$ cat src/hdl/cet_pkg.sv
// Shared types, constants and arithmetic step functions for the capsule endpoint pipeline.
package cet_pkg;

  // Arithmetic sizes
  localparam int unsigned RootBits = 32;   // integer square root of a 64-bit radicand
  localparam int unsigned QuoBits  = 31;   // normalized entry, up to 1.0 in Q1.30

  // Near-zero axis threshold, 1e-6 in Q.46
  localparam logic [31:0] AxisEpsQ46 = 32'd70368744;
  localparam logic [30:0] OneQ30     = 31'h4000_0000;
  localparam logic [30:0] RadMax     = 31'h7FFF_FFFF;

  // Register reset values
  localparam logic [31:0] AxisYReset      = 32'h0001_0000;
  localparam logic [30:0] BaseRadiusReset = 31'h0000_8000;
  localparam logic [30:0] HalfLengthReset = 31'h0001_0000;

  // Register indexes
  typedef enum logic [2:0] {
    RegOffsetX    = 3'd0,
    RegOffsetY    = 3'd1,
    RegOffsetZ    = 3'd2,
    RegAxisX      = 3'd3,
    RegAxisY      = 3'd4,
    RegAxisZ      = 3'd5,
    RegBaseRadius = 3'd6,
    RegHalfLength = 3'd7
  } cfg_reg_e;

  // Square root recurrence state
  typedef struct packed {
    logic [34:0] rem;
    logic [31:0] root;
  } sqrt_acc_t;

  // Restoring division state
  typedef struct packed {
    logic [31:0] rem;
    logic [30:0] quo;
  } div_acc_t;

  // Sideband through the row-scale square root
  typedef struct packed {
    logic [8:0][31:0] mag;
    logic [8:0]       neg;
    logic [2:0][31:0] trans;
  } sqa_side_t;

  // Sideband through the row normalization divider
  typedef struct packed {
    logic [8:0]       neg;
    logic [2:0][31:0] scale;
    logic [2:0][31:0] trans;
  } dva_side_t;

  // Sideband through the axis length square root
  typedef struct packed {
    logic [2:0][30:0] vmag;
    logic [2:0]       neg;
    logic             kzero;
    logic [62:0]      half_ext;
    logic [2:0][31:0] trans;
    logic [30:0]      radius;
  } sqb_side_t;

  // Sideband through the axis normalization divider
  typedef struct packed {
    logic             near_zero;
    logic [2:0]       neg;
    logic [62:0]      half_ext;
    logic [2:0][31:0] trans;
    logic [30:0]      radius;
  } dvb_side_t;

  // One result
  typedef struct packed {
    logic [2:0][31:0] pt_start;
    logic [2:0][31:0] pt_end;
    logic [30:0]      radius;
  } out_t;

  // One digit of the square root recurrence
  function automatic sqrt_acc_t sqrt_step(sqrt_acc_t acc, logic [1:0] pair);
    logic [34:0] cur;
    logic [34:0] trial;
    sqrt_acc_t   res;
    cur   = {acc.rem[32:0], pair};
    trial = {1'b0, acc.root, 2'b01};
    if (cur >= trial) begin
      res.rem  = cur - trial;
      res.root = {acc.root[30:0], 1'b1};
    end else begin
      res.rem  = cur;
      res.root = {acc.root[30:0], 1'b0};
    end
    return res;
  endfunction

  // One quotient bit of restoring division
  function automatic div_acc_t div_step(div_acc_t acc, logic bit_in, logic [31:0] dvs);
    logic [32:0] cur;
    logic [32:0] diff;
    div_acc_t    res;
    cur  = {acc.rem, bit_in};
    diff = cur - {1'b0, dvs};
    if (cur >= {1'b0, dvs}) begin
      res.rem = diff[31:0];
      res.quo = {acc.quo[29:0], 1'b1};
    end else begin
      res.rem = cur[31:0];
      res.quo = {acc.quo[29:0], 1'b0};
    end
    return res;
  endfunction

  // Right shift that brings a 63-bit magnitude below 2^31
  function automatic logic [5:0] lead_shift(logic [62:0] x);
    logic [5:0] k;
    k = '0;
    for (int i = 31; i < 63; i++) begin
      if (x[i]) begin
        k = 6'(i - 30);
      end
    end
    return k;
  endfunction

  // Saturate a 50-bit signed value to 32 bits
  function automatic logic [31:0] sat32(logic [49:0] x);
    logic [31:0] r;
    if (!x[49] && (|x[48:31])) begin
      r = 32'h7FFF_FFFF;
    end else if (x[49] && !(&x[48:31])) begin
      r = 32'h8000_0000;
    end else begin
      r = x[31:0];
    end
    return r;
  endfunction

endpackage

$ cat src/hdl/cet_out_buf.sv
// Output register with one skid entry; the pipeline stalls only when the skid entry is full.
module cet_out_buf (
  input  logic          clk_i,
  input  logic          rst_ni,
  input  logic          valid_i,
  input  cet_pkg::out_t data_i,
  output logic          ready_o,
  output logic          valid_o,
  output cet_pkg::out_t data_o,
  input  logic          ready_i
);
  import cet_pkg::*;

  logic out_vld_q, skid_vld_q;
  out_t out_q, skid_q;
  logic to_skid, to_out, skid_drain;

  assign ready_o    = !skid_vld_q;
  assign skid_drain = skid_vld_q && ready_i;
  assign to_skid    = !skid_vld_q && valid_i && out_vld_q && !ready_i;
  assign to_out     = !skid_vld_q && valid_i && !(out_vld_q && !ready_i);

  // Control
  always_ff @(posedge clk_i or negedge rst_ni) begin
    if (!rst_ni) begin
      out_vld_q  <= 1'b0;
      skid_vld_q <= 1'b0;
    end else begin
      if (skid_drain) begin
        skid_vld_q <= 1'b0;
      end else if (to_skid) begin
        skid_vld_q <= 1'b1;
      end
      if (to_out) begin
        out_vld_q <= 1'b1;
      end else if (!skid_vld_q && ready_i) begin
        out_vld_q <= 1'b0;
      end
    end
  end

  // Data
  always_ff @(posedge clk_i) begin
    if (skid_drain) begin
      out_q <= skid_q;
    end else if (to_out) begin
      out_q <= data_i;
    end
    if (to_skid) begin
      skid_q <= data_i;
    end
  end

  assign valid_o = out_vld_q;
  assign data_o  = out_q;

endmodule

$ cat config.mk
export PLATFORM = sky130hd
export DESIGN_NAME = cet_out_buf
export DESIGN_NICKNAME = d
export VERILOG_FILES = /design/src/hdl/cet_pkg.sv /design/src/hdl/cet_out_buf.sv
export SDC_FILE = /design/constraint.sdc
export NUM_CORES = 1
export LEC_CHECK = 0
export BUFFER_PORTS_ARGS = -buffer_cell sky130_fd_sc_hd__buf_4
export CAP_MARGIN = 20
export CORE_MARGIN = 2
export CORE_UTILIZATION = 32
export CTS_CLUSTER_DIAMETER = 150
export CTS_CLUSTER_SIZE = 28
export DETAILED_ROUTE_END_ITERATION = 10
export MAX_ROUTING_LAYER = met4
export SLEW_MARGIN = 25
export SYNTH_ARGS = -nofsm -noshare
export SYNTH_HDL_FRONTEND = slang
export SYNTH_SLANG_ARGS = --single-unit
$ cat constraint.sdc
create_clock -name clk_i -period 38.8 [get_ports clk_i]
set_input_delay 1.94 -clock clk_i [delete_from_list [all_inputs] [get_ports clk_i]]
set_output_delay 1.94 -clock clk_i [all_outputs]
set_load 0.02 [all_outputs]
==> out/qor.txt <==
unique cell type count in the Yosys netlist = 15
clk_skew = 32.65 ps
final worst setup slack = 34750 ps
largest net degree at the start of global routing = 154
Hold WC Path Type = reg2reg
YS warnings = 0
startpoint types = primary input
cell repeated most along the worst path = buf_4
CP required = 38990 ps
Detail Placement HPWL = 24040 um
total track usage = 0.1297
DR DRC count = 0
row count = 83
Post-CTS Resized = 0
First DRT Iteration DRCs = 434
Power per Cell Area = 45.20 nW/um^2
initial antenna violation count = 4
fmax = 247.0 MHz
first-pass GRT wire length = 51750 um
Sequential Area = 13440 um^2
critical path class = in2reg
Area Overhead vs Synth = 28.00%
Worst R2R Setup Slack = 35680 ps
Final Cycle Share = 0.1044
Critical path buffers and inverters = 3
Initial Util = 0.3241
fill cell total of the finished layout = 4613
setup repair bufs after CTS = 0
slowest cell on the critical path = buf_4
Clock transition at path regs = 110 ps
worst-path maximum fanout = 153
CTS max path bufs = 3
most frequent cells in the layout = buf_4 (456), edfxtp_1 (446), mux2_4 (100)
Yosys reg bits = 448
Crit path max-delay family = buffers and inverters
share of cells above drive strength 1 = 0.5441
Post-Place Cell Area = 20720 um^2
CORE AREA = 51300 um^2
worst vdd ir = 0.00003858 V
syn_nets = 931
die width = 231.9 um
crit-path max cell delay = 890 ps
Final nets = 1387
Clock Latency Late Sink = 560 ps
GR Overflow Total = 0
wirelength, routed = 35800 um
Mapped Cells = 704
Slew Limit Fails = 0
P_leak = 8.161 nW
H-tree depth = 1
final setup violation count = 0
Worst Tran Pin Value = 1027 ps
vias in the first global route = 8249
clock tree sinks = 448
Worst EP arrival = 4240 ps
die area = 53790 um^2
Clock Root Buffer = clkbuf_16
post-route cell area = 21280 um^2
Pwr Total = 0.0009618 W
Antenna Violating Nets Remaining = 0
drt via density = 4.365
Port Buffers = 451
I/O pin total = 452
vias = 8079
Final min period = 4049 ps
multi-input logic area = 2977 um^2
Hold Fails Final Rpt = 0
syn avg cell area = 23.61 um^2
setup tns final = 0 ps
drt pass-1 iters = 6
Num CTS Buffers = 19
CTS tree = yes
status = completed
Routed wire per std cell = 19.34 um
Placement Setup Slack = 34180 ps
Slew Limit Headroom = 0.3155
Critical Path End Type = flop
DIE HEIGHT = 231.9 um
hold-fix buffers at CTS = 0
most common cell after layout, fill and taps aside = buf_4
sequential area share after synthesis = 0.8086
Syn Std Cell Area = 16620 um^2
RSZ-0062 raised after global routing = false
max cap viols = 0
placer congestion estimate = 0.7569
CP cell instances = buf_4, nor4bb_4, buf_12, buf_4
-- final cells by class --
class / count / area share
multi-input cells: 231 / 0.1399
diodes: 4 / 0.0004704
clock inverters: 1 / 0.0004116
well taps: 680 / 0.03998
clock buffers: 27 / 0.02375
repair buffers: 459 / 0.1636
flip-flops and latches: 448 / 0.6317
inverters: 1 / 0.0001764
-- routing by layer --
layer,GRT usage,wire (um),vias up
li1,-,-,3713
met1,0.1573,14490,4072
met2,0.2081,17530,268
met3,0.04740,3182,26
met4,0.02704,601,0
met5,-,0,-
-- flip-flops by register name (all words and copies together), names as in the netlist --
name,count
data_o,223
skid_q,223
skid_vld_q,1
valid_o,1
-- per-stage QoR --
step                std cells    util  hold slack (ps)
global placement         1818  0.4040            504.6
floorplan                 704       -            501.3
detailed placement       1818  0.4040            509.2
CTS                      1846  0.4140            513.2
finish                   1851  0.4148            525.2
global route             1851  0.4148            545.9
-- where the power goes --
part           internal [W]  leakage (nW)  switching (W)
Combinational     0.0000635          3.70      0.0000754
Sequential         0.000576          4.22      0.0000102
Clock             0.0000925         0.248       0.000144
Total              0.000732          8.16       0.000229
-- kinds of logic after synthesis --
family	count (synthesis)	share of synthesized area
buffers and inverters	25	0.01460
muxes	223	0.1736
and+or+nand+nor	5	0.001807
DFF	448	0.8086
AOI/OAI and AO/OA	3	0.001355
-- path summary, 6_finish.rpt --
| kind | start | end | cells past startpoint |
|---|---|---|---|
| setup / recovery | ready_i | skid_q[140] | 4 |
| hold / removal | skid_q[168] | data_o[168] | 1 |
| setup reg to reg | skid_vld_q | data_o[9] | 4 |
| hold reg to reg | skid_q[168] | data_o[168] | 1 |
| max in group asynchronous | rst_ni | skid_vld_q | 1 |
| min in group asynchronous | rst_ni | valid_o | 1 |
-- synth_stat cells --
library cell	n	share of area
edfxtp_1	446	0.81
mux2_4	100	0.090
mux2_1	70	0.047
mux2_2	53	0.036
buf_6	19	0.013
buf_2	5	0.0015
dfrtp_1	2	0.0030
nor2_1	2	0.00045
a21oi_1	1	0.00030
a22o_1	1	0.00053
inv_1	1	0.00023
nand2_2	1	0.00038
nand2b_1	1	0.00038
nor4bb_1	1	0.00060
o22a_1	1	0.00053
-- worst register-to-register path: cells and delay by family (launching register included) --
| family | cells | cell delay (ps) |
|---|---|---|
| compound gates | 1 | 320 |
| buf+inv | 2 | 1640 |
| flops | 1 | 540 |
| simple gates | 1 | 210 |
Power figures use the tool's default switching activity.
