==> src/hdl/cet_pkg.sv <==
// Shared types, constants and arithmetic step functions for the capsule endpoint pipeline.
package cet_pkg;

  // Arithmetic sizes
  localparam int unsigned RootBits = 32;   // integer square root of a 64-bit radicand
  localparam int unsigned QuoBits  = 31;   // normalized entry, up to 1.0 in Q1.30

  // Near-zero axis threshold, 1e-6 in Q.46
  localparam logic [31:0] AxisEpsQ46 = 32'd70368744;
  localparam logic [30:0] OneQ30     = 31'h4000_0000;
  localparam logic [30:0] RadMax     = 31'h7FFF_FFFF;

  // Register reset values
  localparam logic [31:0] AxisYReset      = 32'h0001_0000;
  localparam logic [30:0] BaseRadiusReset = 31'h0000_8000;
  localparam logic [30:0] HalfLengthReset = 31'h0001_0000;

  // Register indexes
  typedef enum logic [2:0] {
    RegOffsetX    = 3'd0,
    RegOffsetY    = 3'd1,
    RegOffsetZ    = 3'd2,
    RegAxisX      = 3'd3,
    RegAxisY      = 3'd4,
    RegAxisZ      = 3'd5,
    RegBaseRadius = 3'd6,
    RegHalfLength = 3'd7
  } cfg_reg_e;

  // Square root recurrence state
  typedef struct packed {
    logic [34:0] rem;
    logic [31:0] root;
  } sqrt_acc_t;

  // Restoring division state
  typedef struct packed {
    logic [31:0] rem;
    logic [30:0] quo;
  } div_acc_t;

  // Sideband through the row-scale square root
  typedef struct packed {
    logic [8:0][31:0] mag;
    logic [8:0]       neg;
    logic [2:0][31:0] trans;
  } sqa_side_t;

  // Sideband through the row normalization divider
  typedef struct packed {
    logic [8:0]       neg;
    logic [2:0][31:0] scale;
    logic [2:0][31:0] trans;
  } dva_side_t;

  // Sideband through the axis length square root
  typedef struct packed {
    logic [2:0][30:0] vmag;
    logic [2:0]       neg;
    logic             kzero;
    logic [62:0]      half_ext;
    logic [2:0][31:0] trans;
    logic [30:0]      radius;
  } sqb_side_t;

  // Sideband through the axis normalization divider
  typedef struct packed {
    logic             near_zero;
    logic [2:0]       neg;
    logic [62:0]      half_ext;
    logic [2:0][31:0] trans;
    logic [30:0]      radius;
  } dvb_side_t;

  // One result
  typedef struct packed {
    logic [2:0][31:0] pt_start;
    logic [2:0][31:0] pt_end;
    logic [30:0]      radius;
  } out_t;

  // One digit of the square root recurrence
  function automatic sqrt_acc_t sqrt_step(sqrt_acc_t acc, logic [1:0] pair);
    logic [34:0] cur;
    logic [34:0] trial;
    sqrt_acc_t   res;
    cur   = {acc.rem[32:0], pair};
    trial = {1'b0, acc.root, 2'b01};
    if (cur >= trial) begin
      res.rem  = cur - trial;
      res.root = {acc.root[30:0], 1'b1};
    end else begin
      res.rem  = cur;
      res.root = {acc.root[30:0], 1'b0};
    end
    return res;
  endfunction

  // One quotient bit of restoring division
  function automatic div_acc_t div_step(div_acc_t acc, logic bit_in, logic [31:0] dvs);
    logic [32:0] cur;
    logic [32:0] diff;
    div_acc_t    res;
    cur  = {acc.rem, bit_in};
    diff = cur - {1'b0, dvs};
    if (cur >= {1'b0, dvs}) begin
      res.rem = diff[31:0];
      res.quo = {acc.quo[29:0], 1'b1};
    end else begin
      res.rem = cur[31:0];
      res.quo = {acc.quo[29:0], 1'b0};
    end
    return res;
  endfunction

  // Right shift that brings a 63-bit magnitude below 2^31
  function automatic logic [5:0] lead_shift(logic [62:0] x);
    logic [5:0] k;
    k = '0;
    for (int i = 31; i < 63; i++) begin
      if (x[i]) begin
        k = 6'(i - 30);
      end
    end
    return k;
  endfunction

  // Saturate a 50-bit signed value to 32 bits
  function automatic logic [31:0] sat32(logic [49:0] x);
    logic [31:0] r;
    if (!x[49] && (|x[48:31])) begin
      r = 32'h7FFF_FFFF;
    end else if (x[49] && !(&x[48:31])) begin
      r = 32'h8000_0000;
    end else begin
      r = x[31:0];
    end
    return r;
  endfunction

endpackage

==> src/hdl/cet_div_pipe.sv <==
// Pipelined restoring divider: floor(mag * 2^30 / dvs) for mag <= dvs, one quotient bit per stage.
module cet_div_pipe #(
  parameter int unsigned Lanes = 1,
  parameter int unsigned SideW = 1
) (
  input  logic                   clk_i,
  input  logic                   rst_ni,
  input  logic                   en_i,
  input  logic                   valid_i,
  input  logic [Lanes-1:0][31:0] mag_i,
  input  logic [Lanes-1:0][31:0] dvs_i,
  input  logic [SideW-1:0]       side_i,
  output logic                   valid_o,
  output logic [Lanes-1:0][30:0] quo_o,
  output logic [SideW-1:0]       side_o
);
  import cet_pkg::*;

  logic [QuoBits-1:0]                   vld_q;
  div_acc_t [QuoBits-1:0][Lanes-1:0]    acc_q, acc_d;
  logic [QuoBits-1:0][Lanes-1:0][31:0]  dvs_q;
  logic [QuoBits-1:0][SideW-1:0]        side_q;

  // Upper dividend bits are mag >> 1 (below the divisor); the first step brings in mag[0],
  // the rest bring in zeros
  for (genvar gs = 0; gs < QuoBits; gs++) begin : g_stage
    for (genvar gl = 0; gl < Lanes; gl++) begin : g_lane
      if (gs == 0) begin : g_first
        assign acc_d[gs][gl] = div_step(div_acc_t'{rem: {1'b0, mag_i[gl][31:1]}, quo: '0},
                                        mag_i[gl][0], dvs_i[gl]);
      end else begin : g_next
        assign acc_d[gs][gl] = div_step(acc_q[gs-1][gl], 1'b0, dvs_q[gs-1][gl]);
      end
    end
  end

  // Valid bits
  always_ff @(posedge clk_i or negedge rst_ni) begin
    if (!rst_ni) begin
      vld_q <= '0;
    end else if (en_i) begin
      vld_q <= {vld_q[QuoBits-2:0], valid_i};
    end
  end

  // Stage data
  always_ff @(posedge clk_i) begin
    if (en_i) begin
      acc_q     <= acc_d;
      dvs_q[0]  <= dvs_i;
      side_q[0] <= side_i;
      for (int s = 1; s < QuoBits; s++) begin
        dvs_q[s]  <= dvs_q[s-1];
        side_q[s] <= side_q[s-1];
      end
    end
  end

  always_comb begin
    for (int l = 0; l < Lanes; l++) begin
      quo_o[l] = acc_q[QuoBits-1][l].quo;
    end
  end

  assign valid_o = vld_q[QuoBits-1];
  assign side_o  = side_q[QuoBits-1];

endmodule

==> config.mk <==
export PLATFORM = sky130hd
export DESIGN_NAME = cet_div_pipe
export DESIGN_NICKNAME = d
export VERILOG_FILES = /design/src/hdl/cet_pkg.sv /design/src/hdl/cet_div_pipe.sv
export SDC_FILE = /design/constraint.sdc
export NUM_CORES = 2
export LEC_CHECK = 0
export BUFFER_PORTS_ARGS = -buffer_cell sky130_fd_sc_hd__buf_2
export CAP_MARGIN = 20
export CORE_MARGIN = 8
export CORE_UTILIZATION = 64
export DETAILED_ROUTE_END_ITERATION = 10
export MAX_ROUTING_LAYER = met4
export PLACE_DENSITY = 0.88
export SLEW_MARGIN = 20
export SYNTH_ARGS = -nofsm -noshare
export SYNTH_HDL_FRONTEND = slang
export SYNTH_SLANG_ARGS = --single-unit
export TNS_END_PERCENT = 30
==> constraint.sdc <==
create_clock -name clk_i -period 4.3 [get_ports clk_i]
set_clock_uncertainty 0.15 [all_clocks]
set_input_delay 0.215 -clock clk_i [delete_from_list [all_inputs] [get_ports clk_i]]
set_output_delay 0.215 -clock clk_i [all_outputs]
set_load 0.03 [all_outputs]
==> run_results.csv <==
group,metric,value,unit
critical_path,critPathArrivalTime,4.66,ns
cts,ctsRootBufferMaster,"sky130_fd_sc_hd__clkbuf_16",
routing,remaining_drc_errors,0,
logic_synthesis,ys_async_sr_fraction,0.01251,
cells_and_area,drive_above_1_share,0.1041,
cts,cts_made_buffers,282,
floorplanning,io-pin-count,102,
place,placedInstanceArea,0.1414,mm²
global_routing,gr_ovfl_total,0,
job,cap_viol_max_count,0,
min_path,hold_class,"in2reg",
sta,fin_hold_ws,0.05904,ns
place,dp.final_hpwl,245200,µm
routing,antenna_left,0,
cells_and_area,post-route-cell-area,0.1519,mm²
critical_path,cp_max_fo,33,
floorplanning,die_w,477.6,µm
global_routing,maximum_number_of_pins_on_one_net_before_global_route_repair,130,
sta,post-route-min-period,4.161,ns
sta,timing.final.hold_violations,0,
floorplanning,core_area,0.2119,mm²
logic_synthesis,commonest_register_cell_after_synthesis,"sky130_fd_sc_hd__edfxtp_1",
cts,cts.path.max_buffers,4,
sta,slew_viol_final,0,
logic_synthesis,yosysWarningCount,0,
place,routabilityCongestion,0.9623,
status,run_status,"finished, final reports clean",
logic_synthesis,synthCells,11720,
global_routing,initial_antenna_violation_count,7,
critical_path,critical-path-max-stage-delay,0.55,ns
cells_and_area,area_growth_syn_to_layout,11.40,%
cts,cts_sinks,2478,
floorplanning,initial_core_util,0.6435,
floorplanning,die_h,477.6,µm
logic_synthesis,synth_cell_types,103,
critical_path,crit_slowest_cell,"sky130_fd_sc_hd__or4_1",
routing,drt_iter0_drc,8235,
floorplanning,dieArea,0.2281,mm²
logic_synthesis,count_of_flip_flops_with_a_built_in_enable_after_synthesis,2447,
logic_synthesis,ys_ff_latch,2478,
routing,viasPerCell,6.117,
cells_and_area,num-fill-cells,14500,
floorplanning,std_cell_rows,169,
critical_path,critical_path_cell_by_cell,"inv_1, ha_1, a21o_1, a21oi_2, a211oi_1, or4_1, a31oi_2, o31ai_2, a221oi_2, o21ai_2, a31oi_1, o21a_1, buf_12, mux2_1",
sta,finalSetupTns,0,ns
cts,tritoncts,"built",
routing,route.vias.total,92890,
cts,clkLatencyLatePin,0.92,ns
sta,fmaxAchievable,240.3,MHz
logic_synthesis,synth_fp_nets,12810,
power,vdd.ir_drop.worst,0.0005759,V
cells_and_area,final-instance-count-excl-fill,15190,
critical_path,crit_path_start_kind,"flop",
cts,h-tree-depth,5,
routing,detailedRoute.firstPassIterationCount,7,
logic_synthesis,mappedNetlistArea,0.1363,mm²
sta,setup_viol,0,
global_routing,first_global_vias,91850,
critical_path,path_class,"reg2reg",
global_routing,grt_first_pass_wirelength,514200,µm
power,power.leakage,62.64,nW
routing,postRouteWirelength,331400,µm
place,placedCellCount,14570,
critical_path,timing.critical_path.required,4.80,ns
sta,worst_slew_pin_slew,1.049,ns
power,power_density,785.1,mW/mm²
logic_synthesis,post_synthesis_sequential_area_ratio,0.5446,
sta,layout_worst_path_cycle_share,0.9677,
sta,slew_headroom,0.3005,
global_routing,gr-usage-all-layers,0.2893,
routing,average_wire_per_cell_in_the_routed_design,21.82,µm
logic_synthesis,syn-mean-instance-area,11.63,µm²
critical_path,worst_setup_path_end_kind,"flop",
cts,clk_transition_reported_paths,0.06,ns
place,io_buffer_count,101,
sta,grt_setup_unrepaired,"yes",
cells_and_area,design.final.nets,13250,
==> layout make-up <==
cell class | count | area (µm²) | area share
well taps | 2821 | 3530 | 0.02324
multi-input cells | 7721 | 56450 | 0.3716
inverters | 1254 | 4707 | 0.03099
clock inverters | 155 | 1650 | 0.01087
flip-flops and latches | 2478 | 74260 | 0.4889
clock buffers | 323 | 7338 | 0.04831
diodes | 7 | 17.52 | 0.0001153
repair buffers | 426 | 3941 | 0.02595
==> critical path: cells and delay by family, from the launching register on <==
| kind | cells | cell delay (ns) |
|---|---|---|
| adder cells (fa/ha/maj) | 1 | 0.29 |
| flip-flops | 1 | 0.41 |
| AO/OA/AOI/OAI | 9 | 1.81 |
| multiplexers | 1 | 0.36 |
| AND/OR/NAND/NOR | 1 | 0.55 |
| buffers and inverters | 2 | 0.32 |
==> sequential cells by signal, summed over array words and instances, names as in the netlist <==
signal and cells:
quo_o 31, side_o 1, side_q 30, vld_q 31
dvs_q 960, acc_q 1425
==> kinds of logic (layout without fill, tap and decap cells) <==
logic type,Yosys count,count (layout),share of synthesized area
AO/OA/AOI/OAI,2990,2990,0.1373
XOR/XNOR,810,810,0.05203
adder cells (fa/ha/maj),1021,1021,0.09534
buffers and inverters,1525,2158,0.04385
flip-flops,2478,2478,0.5446
multiplexers,542,542,0.04502
other,0,7,0
AND/OR/NAND/NOR,2358,2358,0.08183
==> stage by stage <==
step | utilization | power [mW] | setup slack, ns
after floorplan | - | 79.04 | 0.5790
after CTS | 0.7158 | 118.9 | 0.01478
final | 0.7169 | 119.2 | 0.1390
after detailed placement | 0.6673 | 94.31 | 0.05187
after global placement | 0.6673 | 92.95 | 0.07388
after global routing | 0.7169 | 126.3 | -0.03281
==> layout by cell type (no fill, tap or decap), types with 100 or more instances in the layout <==
cell                            count
sky130_fd_sc_hd__a21oi_1          923
sky130_fd_sc_hd__xor2_1           298
sky130_fd_sc_hd__nor2_1           606
sky130_fd_sc_hd__clkbuf_16        289
sky130_fd_sc_hd__mux2_2           458
sky130_fd_sc_hd__xnor2_1          512
sky130_fd_sc_hd__nor2b_1          146
sky130_fd_sc_hd__inv_1           1253
sky130_fd_sc_hd__nand3_1          188
sky130_fd_sc_hd__buf_4            147
sky130_fd_sc_hd__edfxtp_1        2447
sky130_fd_sc_hd__nand2_1          734
sky130_fd_sc_hd__nand2b_1         159
sky130_fd_sc_hd__o21bai_1         116
sky130_fd_sc_hd__ha_1             990
sky130_fd_sc_hd__nor3_1           122
sky130_fd_sc_hd__buf_2            100
sky130_fd_sc_hd__o21ai_0          723
sky130_fd_sc_hd__dlygate4sd3_1    125
sky130_fd_sc_hd__a21o_1           471
sky130_fd_sc_hd__o21a_1           136
sky130_fd_sc_hd__nand4_1          122
==> routing by layer <==
| layer | GRT usage | routed length, µm | part of all wire |
|---|---|---|---|
| met2 | 0.4980 | 167400 | 0.51 |
| met5 | - | 0 | 0 |
| met4 | 0.1143 | 15020 | 0.045 |
| met1 | 0.3508 | 132100 | 0.40 |
| met3 | 0.03351 | 16820 | 0.051 |
==> power by group <==
| group | internal (mW) | leakage [nW] | switching [mW] |
|---|---|---|---|
| combinational | 24.6 | 34.0 | 30.1 |
| sequential | 36.0 | 24.3 | 4.72 |
| clock | 14.2 | 4.37 | 9.59 |
==> path summary, 6_finish.rpt <==
check	from	to	slack, ns	cells after the start
setup / recovery	dvs_q[867]$_DFFE_PP_	acc_q[1802]$_DFFE_PP_	0.14	14
hold / removal	mag_i[10]	acc_q[41]$_DFFE_PP_	0.06	3
setup reg to reg	dvs_q[867]$_DFFE_PP_	acc_q[1802]$_DFFE_PP_	0.14	14
hold reg to reg	acc_q[64]$_DFFE_PP_	acc_q[128]$_DFFE_PP_	0.23	0
max in group asynchronous	rst_ni	vld_q[11]$_DFFE_PN0P_	3.63	4
min in group asynchronous	rst_ni	vld_q[1]$_DFFE_PN0P_	0.19	4
==> timing repair <==
action | in CTS | in global routing
endpoints found under the hold margin | 234 | 0
gates resized for setup | 1 | 24
hold buffers | 126 | 0
pin swaps | 0 | 8
endpoints found under the setup margin | 1 | 231
gates cloned | 0 | 1
setup buffers | 0 | 8
==> cells in the mapped netlist, types with 19 or more instances <==
master,number,share of area
sky130_fd_sc_hd__buf_2,47,0.0017
sky130_fd_sc_hd__o31ai_1,47,0.0026
sky130_fd_sc_hd__a211oi_1,76,0.0042
sky130_fd_sc_hd__o21ai_1,28,0.0010
sky130_fd_sc_hd__and2_1,48,0.0022
sky130_fd_sc_hd__fa_1,30,0.0044
sky130_fd_sc_hd__clkbuf_1,160,0.0044
sky130_fd_sc_hd__a2111oi_0,19,0.0012
sky130_fd_sc_hd__o21bai_1,116,0.0064
sky130_fd_sc_hd__a21oi_1,926,0.034
sky130_fd_sc_hd__o41ai_1,19,0.0012
sky130_fd_sc_hd__a21o_1,471,0.026
sky130_fd_sc_hd__mux2_1,36,0.0030
sky130_fd_sc_hd__or2_2,23,0.0011
sky130_fd_sc_hd__nand4_1,122,0.0056
sky130_fd_sc_hd__inv_1,1253,0.034
sky130_fd_sc_hd__o211ai_1,40,0.0022
sky130_fd_sc_hd__nand3_1,188,0.0069
sky130_fd_sc_hd__ha_1,991,0.091
sky130_fd_sc_hd__and3_1,69,0.0032
sky130_fd_sc_hd__nor3_1,122,0.0045
sky130_fd_sc_hd__o21a_1,136,0.0075
sky130_fd_sc_hd__mux2_2,458,0.038
sky130_fd_sc_hd__edfxtp_1,2447,0.54
sky130_fd_sc_hd__nor2_1,606,0.017
sky130_fd_sc_hd__a211o_1,24,0.0015
sky130_fd_sc_hd__xor2_1,298,0.019
sky130_fd_sc_hd__a31oi_1,81,0.0037
sky130_fd_sc_hd__dfrtp_1,31,0.0057
sky130_fd_sc_hd__and4_1,25,0.0016
sky130_fd_sc_hd__mux2i_1,29,0.0021
sky130_fd_sc_hd__nor2b_1,146,0.0067
sky130_fd_sc_hd__o21ai_0,725,0.027
sky130_fd_sc_hd__xnor2_1,512,0.033
sky130_fd_sc_hd__buf_4,38,0.0021
sky130_fd_sc_hd__nand2b_1,159,0.0073
sky130_fd_sc_hd__nand2_1,735,0.020
sky130_fd_sc_hd__nor4_1,31,0.0014
sky130_fd_sc_hd__or3_1,37,0.0017
sky130_fd_sc_hd__a41oi_1,19,0.0012
sky130_fd_sc_hd__mux2_4,19,0.0021
sky130_fd_sc_hd__a21boi_0,33,0.0018
Power figures use the tool's default switching activity.
